--- config.mk ---
export PLATFORM = sky130hd
export DESIGN_NAME = bounded_back_forward_history_top
export DESIGN_NICKNAME = d
export VERILOG_FILES = /design/src/rtl/bbfh_pkg.sv /design/src/rtl/bounded_back_forward_history_top.sv /design/src/rtl/bbfh_ram.sv
export SDC_FILE = /design/constraint.sdc
export NUM_CORES = 1
export LEC_CHECK = 0
export ABC_AREA = 1
export BUFFER_PORTS_ARGS = -buffer_cell sky130_fd_sc_hd__buf_2
export CAP_MARGIN = 40
export CORE_AREA = 2 2 183 185
export CTS_BUF_LIST = sky130_fd_sc_hd__clkbuf_16
export DETAILED_ROUTE_END_ITERATION = 10
export DIE_AREA = 0 0 185 187
export SETUP_SLACK_MARGIN = 0.5
export SYNTH_ARGS = -nofsm -noshare
export SYNTH_HDL_FRONTEND = slang
export SYNTH_HIERARCHICAL = 1
export SYNTH_SLANG_ARGS = --single-unit
--- constraint.sdc ---
create_clock -name clk_i -period 5.55 [get_ports clk_i]
set_input_delay 0.2775 -clock clk_i [delete_from_list [all_inputs] [get_ports clk_i]]
set_output_delay 0.2775 -clock clk_i [all_outputs]
set_load 0.02 [all_outputs]
--- src/rtl/bbfh_pkg.sv ---
package bbfh_pkg;

  // default geometry of the page store
  localparam int unsigned RingDepthDef = 16;
  localparam int unsigned PageBitsDef  = 16;

  // fixed field widths on the ports
  localparam int unsigned CmdW    = 2;
  localparam int unsigned PageW   = 16;
  localparam int unsigned StatusW = 2;
  localparam int unsigned CountW  = 4;
  localparam int unsigned LimitW  = 4;

  // history limit after reset
  localparam logic [LimitW-1:0] LimitRst = LimitW'(5);

  // packed result: page, status, back count, forward count, padded to bytes
  localparam int unsigned ResW    = PageW + StatusW + 2 * CountW;
  localparam int unsigned ResBytW = ((ResW + 7) / 8) * 8;

  typedef enum logic [CmdW-1:0] {
    CMD_VISIT   = 2'd0,
    CMD_BACK    = 2'd1,
    CMD_FORWARD = 2'd2,
    CMD_QUERY   = 2'd3
  } cmd_e;

  typedef enum logic [StatusW-1:0] {
    STATUS_OK      = 2'd0,
    STATUS_NO_PREV = 2'd1,
    STATUS_NO_FWD  = 2'd2
  } status_e;

  typedef enum logic {
    ST_IDLE  = 1'b0,
    ST_FETCH = 1'b1
  } state_e;

endpackage

--- src/rtl/bounded_back_forward_history_top.sv ---
// Navigation history of page ids: a current page, a back history and a forward
// history that share one circular page store of RING_DEPTH entries. Each input
// item carries a command in tuser (visit, back, forward, query) and a page id in
// tdata; each item gives exactly one result item with the current page, a
// status (ok, no previous page, no forward page) and both history counts. After
// reset the current page is id 0 (home) and both histories are empty. A visit
// pushes the current page, clears the forward history and drops the oldest back
// entry once history_limit (capped at RING_DEPTH-1) is reached. A successful
// back or forward, unlike the other items, passes the fetch state, since the page
// it returns to comes out of the store's registered read port. The history limit
// may be written only while no item is in flight.
module bounded_back_forward_history_top #(
  parameter int unsigned RING_DEPTH = bbfh_pkg::RingDepthDef,
  parameter int unsigned PAGE_BITS  = bbfh_pkg::PageBitsDef
) (
  input  logic                         clk_i,
  input  logic                         rst_ni,
  // history limit register
  input  logic                         cfg_valid_i,
  output logic                         cfg_ready_o,
  input  logic [bbfh_pkg::LimitW-1:0]  cfg_data_i,
  // command items
  input  logic                         s_axis_tvalid,
  output logic                         s_axis_tready,
  input  logic [bbfh_pkg::PageW-1:0]   s_axis_tdata,   // page_id
  input  logic [bbfh_pkg::CmdW-1:0]    s_axis_tuser,   // cmd
  // result items
  output logic                         m_axis_tvalid,
  input  logic                         m_axis_tready,
  output logic [bbfh_pkg::ResBytW-1:0] m_axis_tdata    // current_page, status,
                                                       // back_count, forward_count
);
  import bbfh_pkg::*;

  localparam int unsigned SlotW = $clog2(RING_DEPTH);
  localparam int unsigned CntW  = $clog2(RING_DEPTH);
  localparam logic [SlotW-1:0] SlotLast = SlotW'(RING_DEPTH - 1);
  localparam logic [CntW-1:0]  CntMax   = CntW'(RING_DEPTH - 1);

  state_e               state_q, state_d;
  logic [SlotW-1:0]     slot_q, slot_d;
  logic [PAGE_BITS-1:0] cur_id_q, cur_id_d;
  logic [CntW-1:0]      back_q, back_d;
  logic [CntW-1:0]      fwd_q, fwd_d;
  logic [LimitW-1:0]    limit_q;

  logic                 m_valid_q, m_valid_d;
  logic [PageW-1:0]     out_page_q;
  status_e              out_status_q, status_d;
  logic [CountW-1:0]    out_back_q;
  logic [CountW-1:0]    out_fwd_q;
  logic                 load_out;

  logic                 accept;
  cmd_e                 cmd;
  logic [PAGE_BITS-1:0] page_in;
  logic [SlotW-1:0]     slot_inc, slot_dec;
  logic [CntW-1:0]      lim;
  logic                 at_limit;

  logic                 ram_we;
  logic [SlotW-1:0]     ram_raddr;
  logic [PAGE_BITS-1:0] ram_rdata;

  // handshakes
  assign cfg_ready_o   = 1'b1;
  assign s_axis_tready = (state_q == ST_IDLE) && (!m_valid_q || m_axis_tready);
  assign accept        = s_axis_tvalid && s_axis_tready;

  assign cmd     = cmd_e'(s_axis_tuser);
  assign page_in = PAGE_BITS'(s_axis_tdata);

  // ring neighbors
  assign slot_inc = (slot_q == SlotLast) ? '0 : slot_q + SlotW'(1);
  assign slot_dec = (slot_q == '0) ? SlotLast : slot_q - SlotW'(1);

  // effective limit, never above the store size minus one
  assign lim      = (32'(limit_q) > 32'(RING_DEPTH - 1)) ? CntMax : CntW'(limit_q);
  assign at_limit = (back_q != '0) && (back_q >= lim);

  // command decode and state update
  always_comb begin
    state_d   = state_q;
    slot_d    = slot_q;
    cur_id_d  = cur_id_q;
    back_d    = back_q;
    fwd_d     = fwd_q;
    status_d  = STATUS_OK;
    load_out  = 1'b0;
    ram_we    = 1'b0;
    ram_raddr = slot_dec;

    unique case (state_q)
      ST_IDLE: begin
        if (accept) begin
          unique case (cmd)
            CMD_VISIT: begin
              ram_we   = 1'b1;
              slot_d   = slot_inc;
              back_d   = at_limit ? back_q : back_q + CntW'(1);
              fwd_d    = '0;
              cur_id_d = page_in;
              load_out = 1'b1;
            end
            CMD_BACK: begin
              if (back_q == '0) begin
                status_d = STATUS_NO_PREV;
                load_out = 1'b1;
              end else begin
                ram_we    = 1'b1;
                ram_raddr = slot_dec;
                slot_d    = slot_dec;
                back_d    = back_q - CntW'(1);
                fwd_d     = fwd_q + CntW'(1);
                state_d   = ST_FETCH;
              end
            end
            CMD_FORWARD: begin
              if (fwd_q == '0) begin
                status_d = STATUS_NO_FWD;
                load_out = 1'b1;
              end else begin
                ram_we    = 1'b1;
                ram_raddr = slot_inc;
                slot_d    = slot_inc;
                fwd_d     = fwd_q - CntW'(1);
                back_d    = back_q + CntW'(1);
                state_d   = ST_FETCH;
              end
            end
            CMD_QUERY: begin
              load_out = 1'b1;
            end
            default: ;
          endcase
        end
      end
      ST_FETCH: begin
        // page read back from the store becomes current
        cur_id_d = ram_rdata;
        load_out = 1'b1;
        state_d  = ST_IDLE;
      end
      default: state_d = ST_IDLE;
    endcase
  end

  // output register
  assign m_valid_d = load_out ? 1'b1 : (m_axis_tready ? 1'b0 : m_valid_q);

  // page store: old current page goes in at the current slot
  bbfh_ram #(
    .WIDTH (PAGE_BITS),
    .DEPTH (RING_DEPTH)
  ) u_ring (
    .clk_i   (clk_i),
    .we_i    (ram_we),
    .waddr_i (slot_q),
    .wdata_i (cur_id_q),
    .raddr_i (ram_raddr),
    .rdata_o (ram_rdata)
  );

  // control and history state
  always_ff @(posedge clk_i or negedge rst_ni) begin
    if (!rst_ni) begin
      state_q   <= ST_IDLE;
      slot_q    <= '0;
      cur_id_q  <= '0;
      back_q    <= '0;
      fwd_q     <= '0;
      limit_q   <= LimitRst;
      m_valid_q <= 1'b0;
    end else begin
      state_q   <= state_d;
      slot_q    <= slot_d;
      cur_id_q  <= cur_id_d;
      back_q    <= back_d;
      fwd_q     <= fwd_d;
      m_valid_q <= m_valid_d;
      if (cfg_valid_i) begin
        limit_q <= cfg_data_i;
      end
    end
  end

  // result payload
  always_ff @(posedge clk_i) begin
    if (load_out) begin
      out_page_q   <= PageW'(cur_id_d);
      out_status_q <= status_d;
      out_back_q   <= CountW'(back_d);
      out_fwd_q    <= CountW'(fwd_d);
    end
  end

  assign m_axis_tvalid = m_valid_q;
  assign m_axis_tdata  = ResBytW'({out_fwd_q, out_back_q, out_status_q, out_page_q});

endmodule

--- src/rtl/bbfh_ram.sv ---
module bbfh_ram #(
  parameter int unsigned WIDTH = 16,
  parameter int unsigned DEPTH = 16
) (
  input  logic                     clk_i,
  input  logic                     we_i,
  input  logic [$clog2(DEPTH)-1:0] waddr_i,
  input  logic [WIDTH-1:0]         wdata_i,
  input  logic [$clog2(DEPTH)-1:0] raddr_i,
  output logic [WIDTH-1:0]         rdata_o
);

  logic [WIDTH-1:0] mem_q [DEPTH];
  logic [WIDTH-1:0] rdata_q;

  // one write port, one registered read port
  always_ff @(posedge clk_i) begin
    if (we_i) begin
      mem_q[waddr_i] <= wdata_i;
    end
    rdata_q <= mem_q[raddr_i];
  end

  assign rdata_o = rdata_q;

endmodule
# Word-level counts from Yosys, hierarchy flattened
# Memory sizes are Yosys's and may differ from the RTL's. A register that Yosys moved wholly into a read port is not among the register bits.
# Index checks and enable logic that the tools add are counted.
[totals] out_inout_bits=35 ram_bits=256 input_bits=27 regBits=60 word_cells=85 mem_count=1
[classes] n_mux=43 n_reduce_logical=15 magnitude_cmp=1 n_bitwise=2 n_addsub=6 n_eq_ne=6
[mem_list] memory="u_ring.mem_q" words=16 width=16 rd=1 rd_ports_with_merged_regs=1 write_ports=1 line_no="bbfh_ram.sv:13" text="logic [WIDTH-1:0] mem_q [DEPTH];"
[ops] op="$mux W4" n=17
[ops] op="$pmux W4 S3" n=3
[ops] op="$mux W16" n=2
[ops] op="$pmux W16 S2" n=1
[ops] op="$mux W1" n=13
[ops] op="$add A4 B1 Y4 const B" n=3
[ops] op="$logic_not A4 Y1" n=3
[ops] op="$sub A4 B1 Y4 const B" n=3
[ops] op="$pmux W1 S2" n=3
[ops] op="$pmux W1 S3" n=2
[ops] op="$reduce_and A5 Y1" n=1
[ops] op="$eq A2 B2 Y1 const B" n=2
[ops] op="$eq A4 B4 Y1 const B" n=1
[ops] op="$ge A4 B4 Y1" n=1
[ops] op="$ne A2 B2 Y1 const B" n=2
[ops] op="$pmux W2 S2" n=1
[ops] op="$reduce_bool A4 Y1" n=1
[ops] op="$reduce_or A2 Y1" n=2
[ops] op="$logic_and A1 B1 Y1" n=3
[ops] op="$reduce_bool A3 Y1" n=1
[ops] op="$eq A2 B1 Y1 const B" n=1
[ops] op="$logic_not A2 Y1" n=1
[ops] op="$mux W2" n=1
[ops] op="$not A1 Y1" n=2
[ops] op="other kinds (3)" n=3

# Depth between registers and ports, before layout
[logic_depth] depth_word=8 depth_mapped=15 mapped_depth_nobuf=13

# Hierarchy
# Netlist, hierarchy kept.
[modules_own_cells] module="bbfh_ram" area_per_inst_um2=11380.9 seq_area_each_um2=8007.7 cells_each=1074 n_inst=1
[modules_own_cells] module="bounded_back_forward_history_top" area_per_inst_um2=3133.0 seq_area_each_um2=1634.1 cells_each=336 n_inst=1

# Worst setup path after synthesis
# Ideal clock, no wire load.
[synth_path] path_type="register to register" startpoint="register m_valid_q (netlist: m_axis_tvalid)" endpoint="memory u_ring.mem_q[12][0] (enable)" t_required_ns=5.162 synth_period_minus_slack_ns=2.615 setup_ns=0.388 arrival_ns=2.226 setup_slack_ns=2.935 n_path_buf=1 stages_incl_launch_ff=7 cell_sequence="dfrtp_1 a21oi_4 nand3_4 buf_6 a21oi_1 nand3_1 nor2_1"
[synth_between] elab_chain_cells=8
[synth_rtl] element="from (decl)" line_no="bounded_back_forward_history_top.sv:47" text="logic m_valid_q, m_valid_d;"
[synth_rtl] element="from (signal assigned)" line_no="bounded_back_forward_history_top.sv:180" text="m_valid_q <= m_valid_d;"
[synth_rtl] element="$logic_not A1 Y1" line_no="bounded_back_forward_history_top.sv:67" text="assign s_axis_tready = (state_q == ST_IDLE) && (!m_valid_q || m_axis_tready);"
[synth_rtl] element="$logic_or A1 B1 Y1" line_no="bounded_back_forward_history_top.sv:67"
[synth_rtl] element="$logic_and A1 B1 Y1" line_no="bounded_back_forward_history_top.sv:67"
[synth_rtl] element="named net s_axis_tready" line_no="bounded_back_forward_history_top.sv:24" text="output logic s_axis_tready,"
[synth_rtl] element="$logic_and A1 B1 Y1" line_no="bounded_back_forward_history_top.sv:68" text="assign accept = s_axis_tvalid && s_axis_tready;"
[synth_rtl] element="$mux W1" line_no="bounded_back_forward_history_top.sv:95" text="if (accept) begin"
[synth_rtl] element="$mux W1" line_no="bounded_back_forward_history_top.sv:93" text="unique case (state_q)"
[synth_rtl] element="named net ram_we" line_no="bounded_back_forward_history_top.sv:61" text="logic ram_we;"
[synth_rtl] element="$mux W1" line_no="bbfh_ram.sv:18" text="if (we_i) begin"
[synth_rtl] element="$mux W1 (implied by the code)" line_no="bbfh_ram.sv:19" text="mem_q[waddr_i] <= wdata_i;"
[synth_rtl] element="to (decl)" line_no="bbfh_ram.sv:13"
# The timed path passes the listed nets, and every way through them passes these cells.

# Final worst setup path
[layout_path] startpoint="register state_q" endpoint="register u_ring.rdata_q[12] (netlist: u_ring/rdata_o[12]), read port of u_ring.mem_q"
[layout_between] elab_chain_cells=5
[layout_rtl] element="from (decl)" line_no="bounded_back_forward_history_top.sv:40" text="state_e state_q, state_d;"
[layout_rtl] element="from (signal assigned)" line_no="bounded_back_forward_history_top.sv:175" text="state_q <= state_d;"
[layout_rtl] element="$not A1 Y1"
[layout_rtl] element="$logic_and A1 B1 Y1" line_no="bounded_back_forward_history_top.sv:67"
[layout_rtl] element="$logic_and A1 B1 Y1" line_no="bounded_back_forward_history_top.sv:68"
[layout_rtl] element="$mux W4" line_no="bounded_back_forward_history_top.sv:95"
[layout_rtl] element="$mux W4 *" line_no="bounded_back_forward_history_top.sv:93"
[layout_rtl] element="named net ram_raddr[0]" line_no="bounded_back_forward_history_top.sv:62" text="logic [SlotW-1:0] ram_raddr;"
[layout_rtl] element="to (decl)" line_no="bbfh_ram.sv:14" text="logic [WIDTH-1:0] rdata_q;"
# Mark *: on every way through the listed nets, which the timed path passes. The rest lies on a longest branch.
# A chain may end at the register's enable or synchronous reset.

==> summary.md <==
| Metric | Value |
|---|---|
| Outcome | `completed` |
| Crit Path Max Fanout | `66` |
| Skew final | `~0.019 ns` |
| Hold Path Sink | `lim[1]` |
| R2r endpoint | `u_ring/rdata_o[12]` |
| Fill cells | `between 2000 and 3000` |
| Avg Inst Size Synth | `~10 µm²` |
| # clock sinks | `332` |
| Yosys top cell by area | `edfxtp_1` |
| Seq cells post-synth | `332` |
| PostCTS Resize Cnt | `0` |
| Worst hold start | `cfg_valid_i` |
| Post-DP HPWL | `21300 µm` |
| Overall die height | `187 µm` |
| Critical path type | `flop to flop` |
| Rows | `between 60 and 70` |
| Nets | `~1500` |
| Synthesized area | `0.0145 mm²` |
| Number of synthesized flops with an enable pin | `between 200 and 300` |
| Hold Vio Cnt, Final | `0` |
| Routed wire per std cell | `~18 µm` |
| Cts bufs inserted | `35` |
| PD cells | `about 600 mW/mm²` |
| Ant. Diodes | `0` |
| Largest net degree at the start of global routing | `75` |
| Crit-path max cell delay | `0.60 ns` |
| Clk_lat worst skew | `roughly 0.5 ns` |
| Routability cong. | `a little under 0.9` |
| Slowest stage cell on the critical path | `dfrtp_1` |
| Hold WS | `0.0483 ns` |
| DR pass1 iterations | `5` |
| Setup tns final | `0 ns` |
| Actual slew at the worst max-slew pin | `about 0.81 ns` |
| Total grt overflow | `0` |
| Most common cell on crit path | `nand3_1` |
| Critical Path AT | `approximately 3.7 ns` |
| F_max | `approximately 0.3 GHz` |
| Vias in the first global route | `roughly 9500` |
| Crit-path cells | `a21oi_4 > nand2_4 > o21ai_0 > nand2_4 > clkinv_2 > buf_4 > nand2_1 > nand3_1 > nand3_1 > nand3_1 > nand2_1` |
| Design area | `0.0165 mm²` |
| Final WL | `~36000 µm` |
| Antenna-violating nets left | `0` |
| Final Max Tran Viols | `0` |
| R2R depth | `11` |
| Initial DRC count | `between 1000 and 1500` |
| Fin crit share | `0.600` |
| Area Growth Syn to Fin | `14.0%` |
| Flop2flop setup slack | `roughly 2.2 ns` |
| Largest cells by area after synthesis | `edfxtp_1, nand2_1, nand3_1` |
| Post-synth top area share | `0.583` |
| Post-Place Cell Area | `between 0.015 and 0.02 mm²` |
| CP delay by family, top | `simple AND/OR/NAND/NOR gates` |
| Final setup vio count | `0` |
| CP Data Required Time | `5.94 ns` |
| Ys flop type | `edfxtp_1` |
| Pleak | `roughly 7.2 nW` |
| Initial antenna violation count | `0` |
| Worst Hold Class | `input port to flop` |
| Crit path launch | `state_q` |
| RSZ-0062 raised after global routing | `false` |
| Post-CTS Setup Repair Bufs | `0` |
| Worst relative slew slack | `0.462` |
| Root buffer cell | `clkbuf_16` |
| Buf/Inv on CP | `2` |
| Period minus WS final | `approximately 3.3 ns` |
| GRT Overall Usage | `0.211` |
| Via count | `between 9000 and 10000` |
| Port Buffer Count | `between 50 and 60` |
| First-pass GRT wire length | `54800 µm` |
| Core area | `about 0.033 mm²` |
| Yosys cell types | `37` |
| Initial Util | `0.442` |
| Async SR Flop Fraction | `0.102` |
| Die Area | `between 0.03 and 0.04 mm²` |
| Max Root-Sink Buffers | `3` |
| DRC viols | `0` |
| Worst Setup End Kind | `flop` |
| Cells after Synth | `between 1000 and 1500` |
| Die X | `between 150 and 200 µm` |
| VDD IR max | `around 370 µV` |
| Max-cap violations | `0` |
| H-tree depth | `2` |
| Vias per cell | `about 5.1` |
| Layout cells sized above 1 | `0.114` |
| Clock tree from TritonCTS | `built` |
| Clk slew on worst S/H paths | `approximately 0.060 ns` |
| Syn. warnings | `6` |
| Worst reg2reg startpoint | `state_q` |
| CP Launch Type | `flop` |
| Worst hold stages | `2` |
| Sequential element share of the synthesized area | `0.664` |
| # IOs | `62` |
worst max-delay path by stage:
stage,endpoint,slack [ns],depth (start not counted)
2_1_floorplan,u_ring/mem_q[12][0],2.94,6
3_3_place_gp,u_ring/rdata_o[4],2.22,10
3_5_place_dp,u_ring/rdata_o[10],2.26,11
4_1_cts,u_ring/rdata_o[12],2.23,11
5_1_grt,u_ring/rdata_o[10],1.87,11
6_report,u_ring/rdata_o[12],2.22,11
Yosys cell counts (5+ instances only):
cell      number
buf_4         25
buf_2         20
dfxtp_1       16
nand2_1      385
ha_1          15
nand3_1      215
buf_6          7
nand4_1        5
nor2_1        48
o21ai_0       29
inv_1        233
dfrtp_1       32
nor3_1         5
clkbuf_1      16
a21oi_1       39
edfxtp_1     282
flip-flops by register name (all words and copies together), names as in the netlist:
name            count
u_ring/mem_q      256
cur_id_q           16
out_page_q         16
u_ring/rdata_o     16
back_q              4
fwd_q               4
lim                 4
out_back_q          4
out_fwd_q           4
slot_q              4
out_status_q        2
m_axis_tvalid       1
state_q             1
placed cells by master (no fill, tap or decap), types with 20 or more instances in the layout:
cell       count
o21ai_0       28
buf_4         22
a21oi_1       38
clkbuf_16     37
inv_1        240
nor2_2        20
buf_2         54
dfrtp_1       32
nand2_1      384
edfxtp_1     282
nand3_1      215
nor2_1        32
cells by family after synthesis:
kind of cell / count (synthesis) / share of synthesized area
AND/OR/NAND/NOR: 670 / 0.199
adder cells (fa/ha/maj): 15 / 0.0129
flip-flops: 332 / 0.664
AO/OA/AOI/OAI: 78 / 0.0287
multiplexers: 1 / 0.000776
buffers and inverters: 307 / 0.0912
other: 2 / 0.000517
XOR/XNOR: 5 / 0.00302
worst reg2reg max path, cell delays in order (launching register included):
cell,delay (ns)
dfrtp_1,0.60
a21oi_4,0.32
nand2_4,0.21
o21ai_0,0.33
nand2_4,0.36
clkinv_2,0.27
buf_4,0.59
nand2_1,0.16
nand3_1,0.10
nand3_1,0.09
nand3_1,0.11
nand2_1,0.06
layout make-up:
cell class / count / area [µm²] / share of cell area
Timing Repair Buffer: 88 / 616 / 0.0372
Tap cell: 448 / 561 / 0.0339
Inverter: 238 / 895 / 0.0541
Clock inverter: 26 / 269 / 0.0163
Multi-Input combinational cell: 776 / 3640 / 0.220
Sequential cell: 332 / 9640 / 0.583
Clock buffer: 37 / 926 / 0.0560
per-stage QoR:
stage | worst slack (ns) | instances | power (mW) | utilization
3_3_place_gp | 2.22 | 1870 | 7.30 | 0.462
5_1_grt | 1.87 | 1945 | 10.5 | 0.503
2_1_floorplan | 2.94 | 1415 | 6.28 | -
4_1_cts | 2.23 | 1945 | 9.87 | 0.503
6_report | 2.22 | 1945 | 9.83 | 0.503
3_5_place_dp | 2.26 | 1876 | 7.44 | 0.465
report_power, final:
part | internal [mW] | total, mW | switching (mW)
Clock | 1.48 | 2.42 | 0.934
Combinational | 1.12 | 3.60 | 2.49
Sequential | 3.34 | 3.81 | 0.477
Total | 5.94 | 9.83 | 3.90
routing by layer:
layer / wire length (µm) / GRT usage / vias to the layer above
li1: - / - / 4700
met1: 15300 / 0.297 / 4733
met2: 16800 / 0.337 / 386
met3: 2880 / 0.0360 / 56
met4: 926 / 0.0638 / 0
met5: 0 / 0 / -
what timing repair did:
item | in CTS | in global routing
setup endpoints to repair | 0 | 0
endpoints found under the hold margin | 36 | 0
hold buffers | 6 | 0
(Power assumes the default switching activity.)
